File: src/rtl/ubxp_pkg.sv
// ---------------------------------------------------------------------------
// ubxp_pkg
// Shared constants and types of the binary GPS frame parser.
// ---------------------------------------------------------------------------
`default_nettype none

package ubxp_pkg;

    // sync and message codes
    localparam logic [7:0] SYNC_FIRST  = 8'hB5;
    localparam logic [7:0] SYNC_SECOND = 8'h62;
    localparam logic [7:0] NAV_CLASS   = 8'h01;
    localparam logic [7:0] SOL_ID      = 8'h06;
    localparam logic [7:0] FIX_3D_CODE = 8'h03;

    // result status codes
    localparam int unsigned STATUS_W = 2;
    localparam logic [STATUS_W-1:0] STATUS_BAD   = 2'd0;
    localparam logic [STATUS_W-1:0] STATUS_OTHER = 2'd1;
    localparam logic [STATUS_W-1:0] STATUS_NAV   = 2'd2;

    // field widths
    localparam int unsigned LEN_W         = 16;
    localparam int unsigned PAYLOAD_LEN_W = 10;
    localparam int unsigned POS_W         = 32;
    localparam int unsigned OFFSET_W      = 5;

    // payload offsets of the navigation solution fields
    localparam logic [OFFSET_W-1:0] FIX_OFFSET = 5'd10;
    localparam logic [OFFSET_W-1:0] POS_FIRST  = 5'd12;
    localparam logic [OFFSET_W-1:0] POS_END    = 5'd24;

    // capture control from the parser to the field capture
    typedef struct packed {
        logic                en;
        logic                in_window;
        logic [OFFSET_W-1:0] offset;
    } t_cap_ctrl;

endpackage

`default_nettype wire

File: src/rtl/ubxp_nav_capture.sv
// ---------------------------------------------------------------------------
// ubxp_nav_capture
// Holds the fix type and ECEF position bytes seen in the latest payloads.
// ---------------------------------------------------------------------------
`default_nettype none

module ubxp_nav_capture (
    input  wire logic                            i_clk,
    input  wire logic                            i_rst_n,
    input  wire ubxp_pkg::t_cap_ctrl             i_ctrl,
    input  wire logic [7:0]                      i_byte,
    output logic [7:0]                           o_fix,
    output logic signed [ubxp_pkg::POS_W-1:0]    o_pos_x,
    output logic signed [ubxp_pkg::POS_W-1:0]    o_pos_y,
    output logic signed [ubxp_pkg::POS_W-1:0]    o_pos_z
);

    logic [7:0]                  r_fix;
    logic [7:0]                  n_fix;
    logic [ubxp_pkg::POS_W-1:0]  r_pos [0:2];
    logic [ubxp_pkg::POS_W-1:0]  n_pos [0:2];
    logic [ubxp_pkg::OFFSET_W-1:0] pos_off;
    logic                        fix_hit;
    logic                        pos_hit;

    // decode the payload offset
    assign pos_off = i_ctrl.offset - ubxp_pkg::POS_FIRST;
    assign fix_hit = i_ctrl.en && i_ctrl.in_window && (i_ctrl.offset == ubxp_pkg::FIX_OFFSET);
    assign pos_hit = i_ctrl.en && i_ctrl.in_window
                     && (i_ctrl.offset >= ubxp_pkg::POS_FIRST)
                     && (i_ctrl.offset < ubxp_pkg::POS_END);

    // replace one byte lane of one position word
    always_comb begin
        n_fix = fix_hit ? i_byte : r_fix;
        for (int w = 0; w < 3; w++) begin
            n_pos[w] = r_pos[w];
            for (int l = 0; l < 4; l++) begin
                if (pos_hit && (pos_off[3:2] == 2'(w)) && (pos_off[1:0] == 2'(l))) begin
                    n_pos[w][8*l +: 8] = i_byte;
                end
            end
        end
    end

    // hold captured fields; they start at zero
    always_ff @(posedge i_clk) begin
        if (!i_rst_n) begin
            r_fix <= '0;
            for (int w = 0; w < 3; w++) begin
                r_pos[w] <= '0;
            end
        end else begin
            r_fix <= n_fix;
            for (int w = 0; w < 3; w++) begin
                r_pos[w] <= n_pos[w];
            end
        end
    end

    assign o_fix   = r_fix;
    assign o_pos_x = r_pos[0];
    assign o_pos_y = r_pos[1];
    assign o_pos_z = r_pos[2];

endmodule

`default_nettype wire

File: src/rtl/ubxp_frame_parser_top.sv
// ---------------------------------------------------------------------------
// ubx_frame_parser_top
// Frames binary GPS messages byte by byte and checks their Fletcher sum.
// Throughput: one byte beat per cycle unless a held result meets a downstream stall.
// The result is registered from the second checksum beat and shows in the next cycle.
// A held result stalls input only while the downstream stall is high.
// Reset (synchronous): parser hunts for sync, result empty, captures zero.
// ---------------------------------------------------------------------------
`default_nettype none

module ubx_frame_parser_top #(
    parameter int unsigned MAX_PAYLOAD = 512
) (
    input  wire logic                                  i_clk,
    input  wire logic                                  i_rst_n,
    input  wire logic                                  i_in_valid,
    output logic                                       o_in_stall,
    input  wire logic [7:0]                            i_rx_byte,
    output logic                                       o_out_valid,
    input  wire logic                                  i_out_stall,
    output logic [ubxp_pkg::STATUS_W-1:0]              o_frame_status,
    output logic [7:0]                                 o_msg_class,
    output logic [7:0]                                 o_msg_id,
    output logic [ubxp_pkg::PAYLOAD_LEN_W-1:0]         o_payload_length,
    output logic [7:0]                                 o_fix_type,
    output logic                                       o_fix_3d,
    output logic signed [ubxp_pkg::POS_W-1:0]          o_ecef_x,
    output logic signed [ubxp_pkg::POS_W-1:0]          o_ecef_y,
    output logic signed [ubxp_pkg::POS_W-1:0]          o_ecef_z
);

    localparam int unsigned IDX_W = $clog2(MAX_PAYLOAD + 1);
    localparam logic [ubxp_pkg::LEN_W:0] MAX_LEN = (ubxp_pkg::LEN_W + 1)'(MAX_PAYLOAD);
    localparam logic [IDX_W-1:0] WINDOW_END = IDX_W'(ubxp_pkg::POS_END);

    typedef enum logic [3:0] {
        PH_SYNC1, PH_SYNC2, PH_CLASS, PH_ID, PH_LEN_LO, PH_LEN_HI,
        PH_PAYLOAD, PH_CHECK_A, PH_CHECK_B
    } t_phase;

    t_phase                          r_phase;
    t_phase                          n_phase;
    logic [7:0]                      r_class;
    logic [7:0]                      r_id;
    logic [ubxp_pkg::LEN_W-1:0]      r_len;
    logic [ubxp_pkg::LEN_W-1:0]      n_len_full;
    logic [IDX_W-1:0]                r_idx;
    logic [IDX_W-1:0]                n_idx;
    logic [7:0]                      r_sum_a;
    logic [7:0]                      r_sum_b;
    logic [7:0]                      n_sum_a;
    logic [7:0]                      n_sum_b;
    logic [7:0]                      r_check_a;
    logic                            r_out_valid;
    logic [ubxp_pkg::STATUS_W-1:0]   r_status;
    logic [ubxp_pkg::STATUS_W-1:0]   n_status;
    logic [7:0]                      r_out_class;
    logic [7:0]                      r_out_id;
    logic [ubxp_pkg::PAYLOAD_LEN_W-1:0] r_out_len;
    logic [7:0]                      r_out_fix;
    logic                            r_out_fix_3d;
    logic [ubxp_pkg::POS_W-1:0]      r_out_x;
    logic [ubxp_pkg::POS_W-1:0]      r_out_y;
    logic [ubxp_pkg::POS_W-1:0]      r_out_z;
    logic                            in_accept;
    logic                            out_accept;
    logic                            result_beat;
    logic                            good_nav;
    ubxp_pkg::t_cap_ctrl             cap_ctrl;
    logic [7:0]                      cap_fix;
    logic signed [ubxp_pkg::POS_W-1:0] cap_x;
    logic signed [ubxp_pkg::POS_W-1:0] cap_y;
    logic signed [ubxp_pkg::POS_W-1:0] cap_z;

    // handshake: stall input only while a held result cannot leave
    assign o_in_stall  = r_out_valid && i_out_stall;
    assign in_accept   = i_in_valid && !o_in_stall;
    assign out_accept  = r_out_valid && !i_out_stall;
    assign result_beat = in_accept && (r_phase == PH_CHECK_B);

    // running Fletcher sums and payload counters
    assign n_sum_a    = r_sum_a + i_rx_byte;
    assign n_sum_b    = r_sum_b + n_sum_a;
    assign n_len_full = {i_rx_byte, r_len[7:0]};
    assign n_idx      = r_idx + 1'b1;

    // verdict of the finished frame
    always_comb begin
        good_nav = (r_class == ubxp_pkg::NAV_CLASS) && (r_id == ubxp_pkg::SOL_ID);
        if ((r_sum_a == r_check_a) && (r_sum_b == i_rx_byte)) begin
            n_status = good_nav ? ubxp_pkg::STATUS_NAV : ubxp_pkg::STATUS_OTHER;
        end else begin
            n_status = ubxp_pkg::STATUS_BAD;
        end
    end

    // next phase
    always_comb begin
        unique case (r_phase)
            PH_SYNC1:   n_phase = (i_rx_byte == ubxp_pkg::SYNC_FIRST) ? PH_SYNC2 : PH_SYNC1;
            PH_SYNC2:   n_phase = (i_rx_byte == ubxp_pkg::SYNC_SECOND) ? PH_CLASS : PH_SYNC1;
            PH_CLASS:   n_phase = PH_ID;
            PH_ID:      n_phase = PH_LEN_LO;
            PH_LEN_LO:  n_phase = PH_LEN_HI;
            PH_LEN_HI: begin
                priority if ({1'b0, n_len_full} > MAX_LEN) n_phase = PH_SYNC1;
                else if (n_len_full == '0)                 n_phase = PH_CHECK_A;
                else                                       n_phase = PH_PAYLOAD;
            end
            PH_PAYLOAD: n_phase = (ubxp_pkg::LEN_W'(n_idx) >= r_len) ? PH_CHECK_A : PH_PAYLOAD;
            PH_CHECK_A: n_phase = PH_CHECK_B;
            PH_CHECK_B: n_phase = PH_SYNC1;
            default:    n_phase = (i_rx_byte == ubxp_pkg::SYNC_FIRST) ? PH_SYNC2 : PH_SYNC1;
        endcase
    end

    // payload capture control
    assign cap_ctrl.en        = in_accept && (r_phase == PH_PAYLOAD);
    assign cap_ctrl.in_window = r_idx < WINDOW_END;
    assign cap_ctrl.offset    = r_idx[ubxp_pkg::OFFSET_W-1:0];

    ubxp_nav_capture u_capture (
        .i_clk   (i_clk),
        .i_rst_n (i_rst_n),
        .i_ctrl  (cap_ctrl),
        .i_byte  (i_rx_byte),
        .o_fix   (cap_fix),
        .o_pos_x (cap_x),
        .o_pos_y (cap_y),
        .o_pos_z (cap_z)
    );

    // parser state and result register
    always_ff @(posedge i_clk) begin
        if (!i_rst_n) begin
            r_phase     <= PH_SYNC1;
            r_out_valid <= 1'b0;
        end else begin
            if (in_accept) begin
                r_phase <= n_phase;
                unique case (r_phase)
                    PH_CLASS: begin
                        r_class <= i_rx_byte;
                        r_sum_a <= n_sum_a;
                        r_sum_b <= n_sum_b;
                    end
                    PH_ID: begin
                        r_id    <= i_rx_byte;
                        r_sum_a <= n_sum_a;
                        r_sum_b <= n_sum_b;
                    end
                    PH_LEN_LO: begin
                        r_len   <= {8'h00, i_rx_byte};
                        r_sum_a <= n_sum_a;
                        r_sum_b <= n_sum_b;
                    end
                    PH_LEN_HI: begin
                        r_len   <= n_len_full;
                        r_idx   <= '0;
                        r_sum_a <= n_sum_a;
                        r_sum_b <= n_sum_b;
                    end
                    PH_PAYLOAD: begin
                        r_idx   <= n_idx;
                        r_sum_a <= n_sum_a;
                        r_sum_b <= n_sum_b;
                    end
                    PH_CHECK_A: r_check_a <= i_rx_byte;
                    PH_SYNC2, PH_CHECK_B: begin
                    end
                    default: begin
                        r_sum_a <= '0;
                        r_sum_b <= '0;
                    end
                endcase
            end

            // load a result, or drop one that was taken
            if (result_beat) begin
                r_out_valid  <= 1'b1;
                r_status     <= n_status;
                r_out_class  <= r_class;
                r_out_id     <= r_id;
                r_out_len    <= r_len[ubxp_pkg::PAYLOAD_LEN_W-1:0];
                if (n_status == ubxp_pkg::STATUS_NAV) begin
                    r_out_fix    <= cap_fix;
                    r_out_fix_3d <= (cap_fix == ubxp_pkg::FIX_3D_CODE);
                    r_out_x      <= cap_x;
                    r_out_y      <= cap_y;
                    r_out_z      <= cap_z;
                end else begin
                    r_out_fix    <= '0;
                    r_out_fix_3d <= 1'b0;
                    r_out_x      <= '0;
                    r_out_y      <= '0;
                    r_out_z      <= '0;
                end
            end else if (out_accept) begin
                r_out_valid <= 1'b0;
            end
        end
    end

    assign o_out_valid      = r_out_valid;
    assign o_frame_status   = r_status;
    assign o_msg_class      = r_out_class;
    assign o_msg_id         = r_out_id;
    assign o_payload_length = r_out_len;
    assign o_fix_type       = r_out_fix;
    assign o_fix_3d         = r_out_fix_3d;
    assign o_ecef_x         = r_out_x;
    assign o_ecef_y         = r_out_y;
    assign o_ecef_z         = r_out_z;

    // reset leaves the parser hunting with no result pending
    a_reset_state: assert property (@(posedge i_clk)
        !i_rst_n |=> (r_phase == PH_SYNC1) && !r_out_valid)
        else $error("parser not idle after reset");

    // payload counter stays below the frame length
    a_idx_bound: assert property (@(posedge i_clk) disable iff (!i_rst_n)
        (r_phase == PH_PAYLOAD) |-> (ubxp_pkg::LEN_W'(r_idx) < r_len))
        else $error("payload index past frame length");

    // a result is loaded only from the second checksum beat
    a_result_source: assert property (@(posedge i_clk) disable iff (!i_rst_n)
        (!r_out_valid || out_accept) && !result_beat |=> !r_out_valid)
        else $error("result appeared without a checksum beat");

    // 3D fix flag only on a good navigation solution
    a_fix_3d_nav: assert property (@(posedge i_clk) disable iff (!i_rst_n)
        r_out_valid && r_out_fix_3d |-> (r_status == ubxp_pkg::STATUS_NAV))
        else $error("3D fix flagged on a non-navigation result");

    // status code stays within its defined range
    a_status_range: assert property (@(posedge i_clk) disable iff (!i_rst_n)
        r_out_valid |-> (r_status == ubxp_pkg::STATUS_BAD)
                        || (r_status == ubxp_pkg::STATUS_OTHER)
                        || (r_status == ubxp_pkg::STATUS_NAV))
        else $error("undefined frame status");

endmodule

`default_nettype wire

File: config.mk
export PLATFORM = sky130hd
export DESIGN_NAME = ubx_frame_parser_top
export DESIGN_NICKNAME = d
export VERILOG_FILES = /design/src/rtl/ubxp_pkg.sv /design/src/rtl/ubxp_nav_capture.sv /design/src/rtl/ubxp_frame_parser_top.sv
export SDC_FILE = /design/constraint.sdc
export NUM_CORES = 1
export LEC_CHECK = 0
export BUFFER_PORTS_ARGS = -buffer_cell sky130_fd_sc_hd__buf_4
export CAP_MARGIN = 30
export CORE_AREA = 2 2 158 160
export DETAILED_ROUTE_END_ITERATION = 8
export DIE_AREA = 0 0 160 162
export GPL_TIMING_DRIVEN = 0
export PLACE_DENSITY = 0.74
export SETUP_SLACK_MARGIN = 0.02
export SYNTH_ARGS = -nofsm -noshare
export SYNTH_HDL_FRONTEND = slang
export SYNTH_SLANG_ARGS = --single-unit
File: constraint.sdc
create_clock -name i_clk -period 7.98 [get_ports i_clk]
set_input_delay 1.596 -clock i_clk [delete_from_list [all_inputs] [get_ports i_clk]]
set_output_delay 1.596 -clock i_clk [all_outputs]
set_load 0.02 [all_outputs]
==> impl_results.html, run 1 <==
<table>
<tr><th>Metric</th><th>Value</th></tr>
<tr><th colspan="2">Outcome</th></tr>
<tr><td>Result of the run</td><td>finished clean</td></tr>
<tr><th colspan="2">Cells and area</th></tr>
<tr><td>Number of filler instances in the final layout</td><td>1897</td></tr>
<tr><td>Core occupancy in the finished layout</td><td>62.27%</td></tr>
<tr><td>Area growth from synthesis to layout</td><td>21.11%</td></tr>
<tr><td>Nets</td><td>roughly 1200</td></tr>
<tr><td>Final Instance Count excl. Fillers</td><td>1503</td></tr>
<tr><td>Fraction of layout cells with a size suffix above 1</td><td>20.19%</td></tr>
<tr><td>Antenna Cells</td><td>0</td></tr>
<tr><th colspan="2">Timing</th></tr>
<tr><td>Max transition margin</td><td>between 20% and 30%</td></tr>
<tr><td>Setup repair after global routing missed its margin</td><td>false</td></tr>
<tr><td>Max-slew violation count</td><td>0</td></tr>
<tr><td>Fin crit share</td><td>58.43%</td></tr>
<tr><td>Worst hold slack</td><td>roughly 440 ps</td></tr>
<tr><td>Layout Skew</td><td>7.704 ps</td></tr>
<tr><td>Achievable frequency</td><td>0.2145 GHz</td></tr>
<tr><td>Hold violation total from the final report</td><td>0</td></tr>
<tr><td>Endpoints failing setup</td><td>0</td></tr>
<tr><td>Worst path setup slack after routing</td><td>3317 ps</td></tr>
<tr><td>Setup TNS after final layout</td><td>0 ps</td></tr>
<tr><td>Clock period minus final worst setup slack</td><td>4663 ps</td></tr>
<tr><td>Slew at the pin closest to its max-slew limit</td><td>1044 ps</td></tr>
<tr><th colspan="2">GRT</th></tr>
<tr><td>Initial antenna violation count</td><td>0</td></tr>
<tr><td>GRT Overall Usage</td><td>20.70%</td></tr>
<tr><td>Total grt overflow</td><td>0</td></tr>
<tr><td>Number of global-route vias before repair</td><td>7860</td></tr>
<tr><td>Wire length of the first global-routing pass</td><td>approximately 42000 um</td></tr>
<tr><td>Pin count of the biggest net entering global routing</td><td>37</td></tr>
<tr><th colspan="2">Critical path</th></tr>
<tr><td>Worst path arrival time</td><td>4940 ps</td></tr>
<tr><td>Worst R2R End</td><td>r_sum_b[7]</td></tr>
<tr><td>Worst R2R Setup Slack</td><td>4610 ps</td></tr>
<tr><td>Critical path fanouts, max</td><td>10</td></tr>
<tr><td>Required arrival time at the worst endpoint</td><td>between 8000 and 9000 ps</td></tr>
<tr><td>Category of the most critical setup path</td><td>primary input to flop</td></tr>
<tr><td>Slowest cell on crit path</td><td>sky130_fd_sc_hd__fa_1</td></tr>
<tr><td>Cell breakdown of the critical path</td><td>buf_4 -&gt; clkbuf_1 -&gt; inv_1 -&gt; fa_1 -&gt; nor2b_1 -&gt; o21ai_0 -&gt; a21boi_0 -&gt; o21ai_0 -&gt; a21oi_1 -&gt; nor2b_1 -&gt; ha_1 -&gt; or4_1 -&gt; o22ai_1 -&gt; xor2_1 -&gt; xnor2_1 -&gt; nor2_1</td></tr>
<tr><td>Slowest stage delay, CP</td><td>520 ps</td></tr>
<tr><td>Endpoint type of the worst setup path</td><td>flop</td></tr>
<tr><td>Reg2reg start</td><td>r_sum_a[0]</td></tr>
<tr><td>Cells on worst reg2reg path</td><td>15</td></tr>
<tr><td>Critical Path Source Type</td><td>primary input</td></tr>
<tr><th colspan="2">Place</th></tr>
<tr><td>Detailed placement HPWL</td><td>18670 um</td></tr>
<tr><td>Dpl ws</td><td>2761 ps</td></tr>
<tr><td>Gpl congestion</td><td>0.8813</td></tr>
<tr><td>Dpl cells</td><td>1447</td></tr>
<tr><td>Buffers on Ports</td><td>145</td></tr>
<tr><th colspan="2">Hold path</th></tr>
<tr><td>Hold path endpoint</td><td>o_msg_id[1]</td></tr>
<tr><td>Worst Hold Path Cells</td><td>0</td></tr>
<tr><td>HP Start</td><td>r_id[1]</td></tr>
<tr><td>Class of the tightest hold or removal check</td><td>flop to flop</td></tr>
<tr><th colspan="2">Drt</th></tr>
<tr><td>Number of nets with antenna violations after detailed routing</td><td>0</td></tr>
<tr><td>Pre-Repair DR Iteration Count</td><td>5</td></tr>
<tr><td>Post-Route WL</td><td>26880 um</td></tr>
<tr><td>Vias per cell</td><td>5.258</td></tr>
<tr><td>Detailed-route wire length per cell</td><td>17.88 um</td></tr>
<tr><td>Initial detailed-routing violation count</td><td>567</td></tr>
<tr><td>Count of vias placed by the detailed router</td><td>7903</td></tr>
<tr><td>Residual DRC count</td><td>0</td></tr>
<tr><th colspan="2">Floorplan</th></tr>
<tr><td>Die Area</td><td>25920 um2</td></tr>
<tr><td>Horiz. Die Dim</td><td>160 um</td></tr>
<tr><td>Core region area</td><td>24110 um2</td></tr>
<tr><td>Site row count</td><td>57</td></tr>
<tr><td>Die Span Y</td><td>162 um</td></tr>
<tr><td>Effective utilization at floorplan</td><td>51.41%</td></tr>
<tr><td>Number of top-level design ports</td><td>147</td></tr>
<tr><th colspan="2">Logic synthesis</th></tr>
<tr><td>Fraction of the yosys area taken by sequential cells</td><td>65.83%</td></tr>
<tr><td>Synth top area share</td><td>a little under 50%</td></tr>
<tr><td>Syn nets</td><td>1012</td></tr>
<tr><td>#FFs+latches synth</td><td>308</td></tr>
<tr><td>FFs w/ async S/R, synth</td><td>0%</td></tr>
<tr><td>Cells after synthesis</td><td>970</td></tr>
<tr><td>Area contributors post-synth</td><td>sky130_fd_sc_hd__edfxtp_1 (48%), sky130_fd_sc_hd__dfxtp_1 (18%), sky130_fd_sc_hd__and2_1 (6.5%)</td></tr>
<tr><td>Number of distinct standard cells referenced by the synthesized netlist</td><td>57</td></tr>
<tr><td>Most common cell in the netlist</td><td>sky130_fd_sc_hd__edfxtp_1</td></tr>
<tr><td>Largest area contributor in the synthesized netlist</td><td>sky130_fd_sc_hd__edfxtp_1</td></tr>
<tr><td>Post-Synthesis Cell Area</td><td>12390 um2</td></tr>
<tr><td>Number of enable flip-flop cells after synthesis</td><td>199</td></tr>
<tr><td>Synth cell count leaders</td><td>sky130_fd_sc_hd__edfxtp_1 (199), sky130_fd_sc_hd__and2_1 (128), sky130_fd_sc_hd__dfxtp_1 (109)</td></tr>
<tr><td>Dominant register cell in the synthesized netlist</td><td>sky130_fd_sc_hd__edfxtp_1</td></tr>
<tr><td>Mean Syn Cell Area</td><td>12.78 um2</td></tr>
<tr><td>Number of warnings printed during yosys synthesis</td><td>0</td></tr>
<tr><th colspan="2">Power</th></tr>
<tr><td>Power per cell area</td><td>216.3 nW/um2</td></tr>
<tr><td>Worst-case vdd ir drop</td><td>0.1287 mV</td></tr>
<tr><td>Static leakage power</td><td>0.005817 uW</td></tr>
<tr><th colspan="2">Clock tree</th></tr>
<tr><td>Post-cts gate resize count</td><td>0</td></tr>
<tr><td>Number of buffers inserted during clock tree synthesis</td><td>30</td></tr>
<tr><td>TritonCTS sink count</td><td>a little over 300</td></tr>
<tr><td>CTS tree</td><td>done</td></tr>
<tr><td>Clock latency reported for the late side of the worst-skew pair</td><td>550 ps</td></tr>
<tr><td>Max Root-Sink Buffers</td><td>3</td></tr>
<tr><td>CTS Root Cell</td><td>sky130_fd_sc_hd__clkbuf_16</td></tr>
<tr><td>Clock input transition at the sequential cells of the worst setup and hold paths</td><td>about 60 ps</td></tr>
<tr><td>Number of H-tree levels</td><td>1</td></tr>
<tr><td>Hold bufs inserted after CTS</td><td>0</td></tr>
<tr><td># Post-CTS Setup Buffers</td><td>0</td></tr>
<tr><th colspan="2">Run</th></tr>
<tr><td>Max-cap viol count</td><td>0</td></tr>
</table>
[through the flow]
step | total power [uW] | cell area (um2)
after floorplan | 1851 | 12400
after global routing | 3347 | 15010
after CTS | 3261 | 15010
after global placement | 1895 | 13890
after detailed placement | 1900 | 14020
final | 3247 | 15010
[where the power goes]
| part | internal, uW | total, uW | switching [uW] | leakage [uW] |
|---|---|---|---|---|
| clock | 801 | 1380 | 577 | 0.000484 |
| sequential | 1700 | 1700 | 7.66 | 0.00284 |
| combinational | 62.7 | 165 | 102 | 0.00249 |
[kinds of logic (layout without fill, tap and decap cells)]
family | after synthesis | after routing | share of synthesized area, %
AO/OA/AOI/OAI | 120 | 120 | 5.553
XOR/XNOR | 35 | 35 | 2.473
adder cells (fa/ha/maj) | 30 | 30 | 3.150
buffers and inverters | 74 | 283 | 2.453
flip-flops | 308 | 308 | 65.83
multiplexers | 37 | 37 | 2.988
AND/OR/NAND/NOR | 366 | 366 | 17.56
[critical path, delay by kind of cell]
kind	cells	cell delay (ps)
xor gates and xnor gates	2	330
AOI/OAI and AO/OA	5	850
adders and majority gates	2	710
buffers and inverters	3	790
and+or+nand+nor	4	650
[area by class of cell]
cell class	instances	area (um2)	area share, %
well taps	324	405.4	2.701
clock buffers	44	884.6	5.894
inverters	24	90.09	0.6002
plain buffers	50	214.0	1.425
clock inverters	12	101.3	0.6752
repair buffers	153	1205	8.028
flip-flops and latches	308	8158	54.35
multi-input cells	588	3951	26.33
[flip-flops by register name (all words and copies together), names as in the netlist]
register	count
o_msg_class	8
r_id	8
o_ecef_y	32
r_len	16
r_sum_b	8
o_msg_id	8
o_ecef_x	32
o_out_valid	1
r_check_a	8
o_payload_length	10
o_fix_type	8
r_class	8
o_ecef_z	32
r_sum_a	8
o_fix_3d	1
u_capture.o_fix	8
r_idx	10
u_capture.r_pos	96
o_frame_status	2
r_phase	4
[how the worst max path moves through the flow]
stage	depth (start not counted)	startpoint	slack (ps)	endpoint
2_1_floorplan	3	i_in_valid	1980	o_ecef_x[0]
3_3_place_gp	3	i_rst_n	280	o_ecef_y[13]
3_5_place_dp	16	i_rx_byte[1]	2760	r_sum_b[7]
4_1_cts	16	i_rx_byte[1]	3320	r_sum_b[7]
5_1_grt	16	i_rx_byte[1]	2980	r_sum_b[7]
6_report	16	i_rx_byte[1]	3320	r_sum_b[7]
[layer usage]
metal / wire length, um / up-vias / GRT usage (%)
met5: 0 / - / 0
met4: 536 / 0 / 5.487
met3: 1665 / 49 / 3.371
met2: 13030 / 231 / 35.20
met1: 11650 / 3799 / 27.89
li1: - / 3824 / -
[cell usage in the layout (no fill, tap or decap), types with 3 or more instances in the layout]
master,count
sky130_fd_sc_hd__a211oi_1,4
sky130_fd_sc_hd__a21boi_0,6
sky130_fd_sc_hd__a21o_1,4
sky130_fd_sc_hd__a21oi_1,16
sky130_fd_sc_hd__and2_1,128
sky130_fd_sc_hd__and2b_1,3
sky130_fd_sc_hd__and3_1,4
sky130_fd_sc_hd__buf_1,7
sky130_fd_sc_hd__buf_12,3
sky130_fd_sc_hd__buf_2,14
sky130_fd_sc_hd__buf_4,147
sky130_fd_sc_hd__clkbuf_1,36
sky130_fd_sc_hd__clkbuf_16,31
sky130_fd_sc_hd__clkbuf_8,6
sky130_fd_sc_hd__clkinv_2,6
sky130_fd_sc_hd__dfxtp_1,109
sky130_fd_sc_hd__edfxtp_1,199
sky130_fd_sc_hd__ha_1,28
sky130_fd_sc_hd__inv_1,24
sky130_fd_sc_hd__mux2i_1,37
sky130_fd_sc_hd__nand2_1,25
sky130_fd_sc_hd__nand2_2,8
sky130_fd_sc_hd__nand3_1,74
sky130_fd_sc_hd__nand4_1,4
sky130_fd_sc_hd__nor2_1,25
sky130_fd_sc_hd__nor2b_1,48
sky130_fd_sc_hd__nor3_1,8
sky130_fd_sc_hd__nor4_1,9
sky130_fd_sc_hd__nor4b_1,4
sky130_fd_sc_hd__o21ai_0,14
sky130_fd_sc_hd__o21ai_1,64
sky130_fd_sc_hd__xnor2_1,12
sky130_fd_sc_hd__xor2_1,23
Note: power is estimated with default switching activity, not from simulation.
==> run 2: changes to the inputs <==
Settings changed: CORE_AREA 2 2 158 160 to 2 2 150 152, DIE_AREA 0 0 160 162 to 0 0 152 154, PLACE_DENSITY 0.74 to 0.78.
Clock period 7.98 ns to 4.54 ns, I/O delays scaled along.
==> run 2 against run 1 <==
Effect of this change:
- sequential share of layout area hardly changed
- highest routed layer unchanged
- power rose by 80%
- die area fell by 9.7%
- routed wire length fell by 2.2%
- core utilization is 7.0 points higher
- cell count decreased by 2.9%
- clock skew is 6.6 ps higher
==> impl_results.html, run 2 (same netlist as run 1, synthesis figures left out) <==
<table>
<tr><th>Metric</th><th>Value</th></tr>
<tr><th colspan="2">Outcome</th></tr>
<tr><td>Result of the run</td><td>finished clean</td></tr>
<tr><th colspan="2">Place</th></tr>
<tr><td>Area post-placement</td><td>13970 um2</td></tr>
<tr><td>Buffers on Ports</td><td>145</td></tr>
<tr><td>Detailed placement HPWL</td><td>18370 um</td></tr>
<tr><td>Gpl congestion</td><td>0.8537</td></tr>
<tr><th colspan="2">Cells and area</th></tr>
<tr><td>Most common cell after layout, fill and taps aside</td><td>sky130_fd_sc_hd__edfxtp_1</td></tr>
<tr><td>Fraction of layout cells with a size suffix above 1</td><td>20.36%</td></tr>
<tr><td>Register with the highest flop count</td><td>u_capture.r_pos</td></tr>
<tr><td>Non-Filler Cell Area, Final</td><td>about 15000 um2</td></tr>
<tr><td>Core occupancy in the finished layout</td><td>69.25%</td></tr>
<tr><td>Area growth from synthesis to layout</td><td>21.18%</td></tr>
<tr><td>Number of flip-flops under the largest register name</td><td>96</td></tr>
<tr><td>Combined area of the multi-input logic cells</td><td>slightly below 4000 um2</td></tr>
<tr><td>Commonest cells after routing, fill and taps aside</td><td>sky130_fd_sc_hd__edfxtp_1 (199), sky130_fd_sc_hd__buf_4 (147), sky130_fd_sc_hd__and2_1 (128)</td></tr>
<tr><td>Number of filler instances in the final layout</td><td>1521</td></tr>
<tr><td>Nets</td><td>1197</td></tr>
<tr><td>Antenna Cells</td><td>0</td></tr>
<tr><td>Storage cell area</td><td>8158 um2</td></tr>
<tr><th colspan="2">Floorplan</th></tr>
<tr><td>Effective utilization at floorplan</td><td>57.14%</td></tr>
<tr><td>Site row count</td><td>between 50 and 60</td></tr>
<tr><td>Die Area</td><td>23410 um2</td></tr>
<tr><td>Number of top-level design ports</td><td>147</td></tr>
<tr><td>Horiz. Die Dim</td><td>roughly 150 um</td></tr>
<tr><td>Core region area</td><td>about 22000 um2</td></tr>
<tr><td>Die Span Y</td><td>154 um</td></tr>
<tr><th colspan="2">Clock tree</th></tr>
<tr><td>Hold bufs inserted after CTS</td><td>0</td></tr>
<tr><td>Post-cts gate resize count</td><td>0</td></tr>
<tr><td># Post-CTS Setup Buffers</td><td>0</td></tr>
<tr><td>Number of H-tree levels</td><td>1</td></tr>
<tr><td>Clock latency reported for the late side of the worst-skew pair</td><td>560 ps</td></tr>
<tr><td>TritonCTS sink count</td><td>308</td></tr>
<tr><td>CTS Root Cell</td><td>sky130_fd_sc_hd__clkbuf_16</td></tr>
<tr><td>CTS tree</td><td>done</td></tr>
<tr><td>Clock input transition at the sequential cells of the worst setup and hold paths</td><td>approximately 60 ps</td></tr>
<tr><td>Number of buffers inserted during clock tree synthesis</td><td>30</td></tr>
<tr><td>Max Root-Sink Buffers</td><td>3</td></tr>
<tr><th colspan="2">Power</th></tr>
<tr><td>Internal power summed over all cells</td><td>between 4000 and 5000 uW</td></tr>
<tr><td>Clk pwr share</td><td>~44%</td></tr>
<tr><td>Total power draw</td><td>about 5800 uW</td></tr>
<tr><td>Power per cell area</td><td>388.3 nW/um2</td></tr>
<tr><td>Static leakage power</td><td>0.005842 uW</td></tr>
<tr><td>Net Sw Power</td><td>about 1200 uW</td></tr>
<tr><td>Worst-case vdd ir drop</td><td>0.3275 mV</td></tr>
<tr><td>Fraction of power consumed by sequential logic</td><td>around 51%</td></tr>
<tr><td>Share of total power in combinational logic</td><td>4.9%</td></tr>
<tr><td>Fraction of power spent switching nets</td><td>21.34%</td></tr>
<tr><th colspan="2">Drt</th></tr>
<tr><td>Residual DRC count</td><td>0</td></tr>
<tr><td>Count of vias placed by the detailed router</td><td>~8000</td></tr>
<tr><td>Detailed-route wire length per cell</td><td>18.02 um</td></tr>
<tr><td>Pre-Repair DR Iteration Count</td><td>5</td></tr>
<tr><td>Vias per cell</td><td>5.455</td></tr>
<tr><td>Post-Route WL</td><td>approximately 26000 um</td></tr>
<tr><td>Number of nets with antenna violations after detailed routing</td><td>0</td></tr>
<tr><td>Initial detailed-routing violation count</td><td>approximately 630</td></tr>
<tr><th colspan="2">GRT</th></tr>
<tr><td>Initial antenna violation count</td><td>0</td></tr>
<tr><td>Wire length of the first global-routing pass</td><td>41740 um</td></tr>
<tr><td>Total grt overflow</td><td>0</td></tr>
<tr><td>GRT Overall Usage</td><td>22.26%</td></tr>
<tr><td>Pin count of the biggest net entering global routing</td><td>40</td></tr>
<tr><td>Number of global-route vias before repair</td><td>7784</td></tr>
<tr><th colspan="2">Timing</th></tr>
<tr><td>Layout Skew</td><td>14.27 ps</td></tr>
<tr><td>Setup repair after global routing missed its margin</td><td>false</td></tr>
<tr><td>Clock period minus final worst setup slack</td><td>3948 ps</td></tr>
<tr><td>Achievable frequency</td><td>0.2533 GHz</td></tr>
<tr><td>Slew at the pin closest to its max-slew limit</td><td>1088 ps</td></tr>
<tr><td>Max transition margin</td><td>26.90%</td></tr>
<tr><td>Hold violation total from the final report</td><td>0</td></tr>
<tr><td>Max-slew violation count</td><td>0</td></tr>
<tr><td>Fin crit share</td><td>86.96%</td></tr>
<tr><td>Endpoints failing setup</td><td>0</td></tr>
<tr><td>Setup TNS after final layout</td><td>0 ps</td></tr>
<tr><th colspan="2">Critical path</th></tr>
<tr><td>Critical path fanouts, max</td><td>10</td></tr>
<tr><td>Worst R2R Setup Slack</td><td>1160 ps</td></tr>
<tr><td>Critical Path Source Type</td><td>primary input</td></tr>
<tr><td>Endpoint type of the worst setup path</td><td>flop</td></tr>
<tr><td>Category of the most critical setup path</td><td>primary input to flop</td></tr>
<tr><td>Required arrival time at the worst endpoint</td><td>4820 ps</td></tr>
<tr><td>Worst path arrival time</td><td>4230 ps</td></tr>
<tr><th colspan="2">Hold path</th></tr>
<tr><td>Class of the tightest hold or removal check</td><td>flop to flop</td></tr>
<tr><th colspan="2">Run</th></tr>
<tr><td>Max-cap viol count</td><td>0</td></tr>
</table>
-- run 2: cell count changes in the layout (fill, tap and decap cells not counted), sizes merged --
cell | before | now
buf | 174 | 173
bufinv | 1 | 3
clkbuf | 73 | 67
clkdlybuf4s18 | 0 | 1
clkinv | 8 | 11
inv | 25 | 26
-- run 2: area by class of cell --
class | instances | area share, %
tap | 280 | 2.333
multi-input combinational | 588 | 26.31
clock buffer | 38 | 5.615
clock inverter | 18 | 1.291
timing repair buffer | 153 | 8.106
buffer | 50 | 1.425
inverter | 24 | 0.5998
sequential | 308 | 54.32
-- run 2: power groups by stage --
stage | clock network (uW) | logic (uW) | registers [uW]
4_1_cts | 2570 | 284 | 3000
5_1_grt | 2690 | 320 | 3000
2_1_floorplan | 0 | 202 | 3050
3_5_place_dp | 0 | 282 | 3060
6_report | 2550 | 284 | 3000
3_3_place_gp | 0 | 273 | 3060
-- run 2: stage by stage --
step / hold slack, ps / setup slack, ps / instances
after detailed placement: 431.6 / 45.38 / 1402
after global placement: 428.6 / -463.5 / 1395
after global routing: 457.8 / 332.4 / 1459
after floorplan: 417.6 / 699.8 / 970
after CTS: 446.4 / 613.1 / 1458
final: 448.9 / 591.9 / 1459
-- run 2: critical path, stage by stage --
cell and delay, ps:
sky130_fd_sc_hd__buf_4 130, sky130_fd_sc_hd__clkbuf_1 390, sky130_fd_sc_hd__inv_1 230, sky130_fd_sc_hd__fa_1 490, sky130_fd_sc_hd__nor2b_1 120, sky130_fd_sc_hd__o21ai_0 100, sky130_fd_sc_hd__a21boi_0 260, sky130_fd_sc_hd__o21ai_0 150
sky130_fd_sc_hd__a21oi_1 200, sky130_fd_sc_hd__nor2b_1 80, sky130_fd_sc_hd__ha_1 190, sky130_fd_sc_hd__or4_1 400, sky130_fd_sc_hd__o22ai_1 190, sky130_fd_sc_hd__xor2_1 210, sky130_fd_sc_hd__xnor2_1 140, sky130_fd_sc_hd__nor2_1 50
-- run 2: worst paths after layout --
| path | from | end | cells after the start |
|---|---|---|---|
| worst max-delay path | i_rx_byte[1] | r_sum_b[7] | 16 |
| worst min-delay path | r_class[0] | o_msg_class[0] | 0 |
| worst min register to register | r_class[0] | o_msg_class[0] | 0 |
| worst max register to register | r_sum_a[0] | r_sum_b[7] | 15 |
-- run 2: layer usage --
| layer | vias to the layer above | share of wire, % | GRT usage (%) |
|---|---|---|---|
| met5 | - | 0 | 0 |
| met4 | 0 | 1.8 | 5.785 |
| met3 | 39 | 7.5 | 4.087 |
| met2 | 294 | 47 | 36.04 |
| met1 | 3790 | 43 | 31.38 |
| li1 | 3836 | - | - |
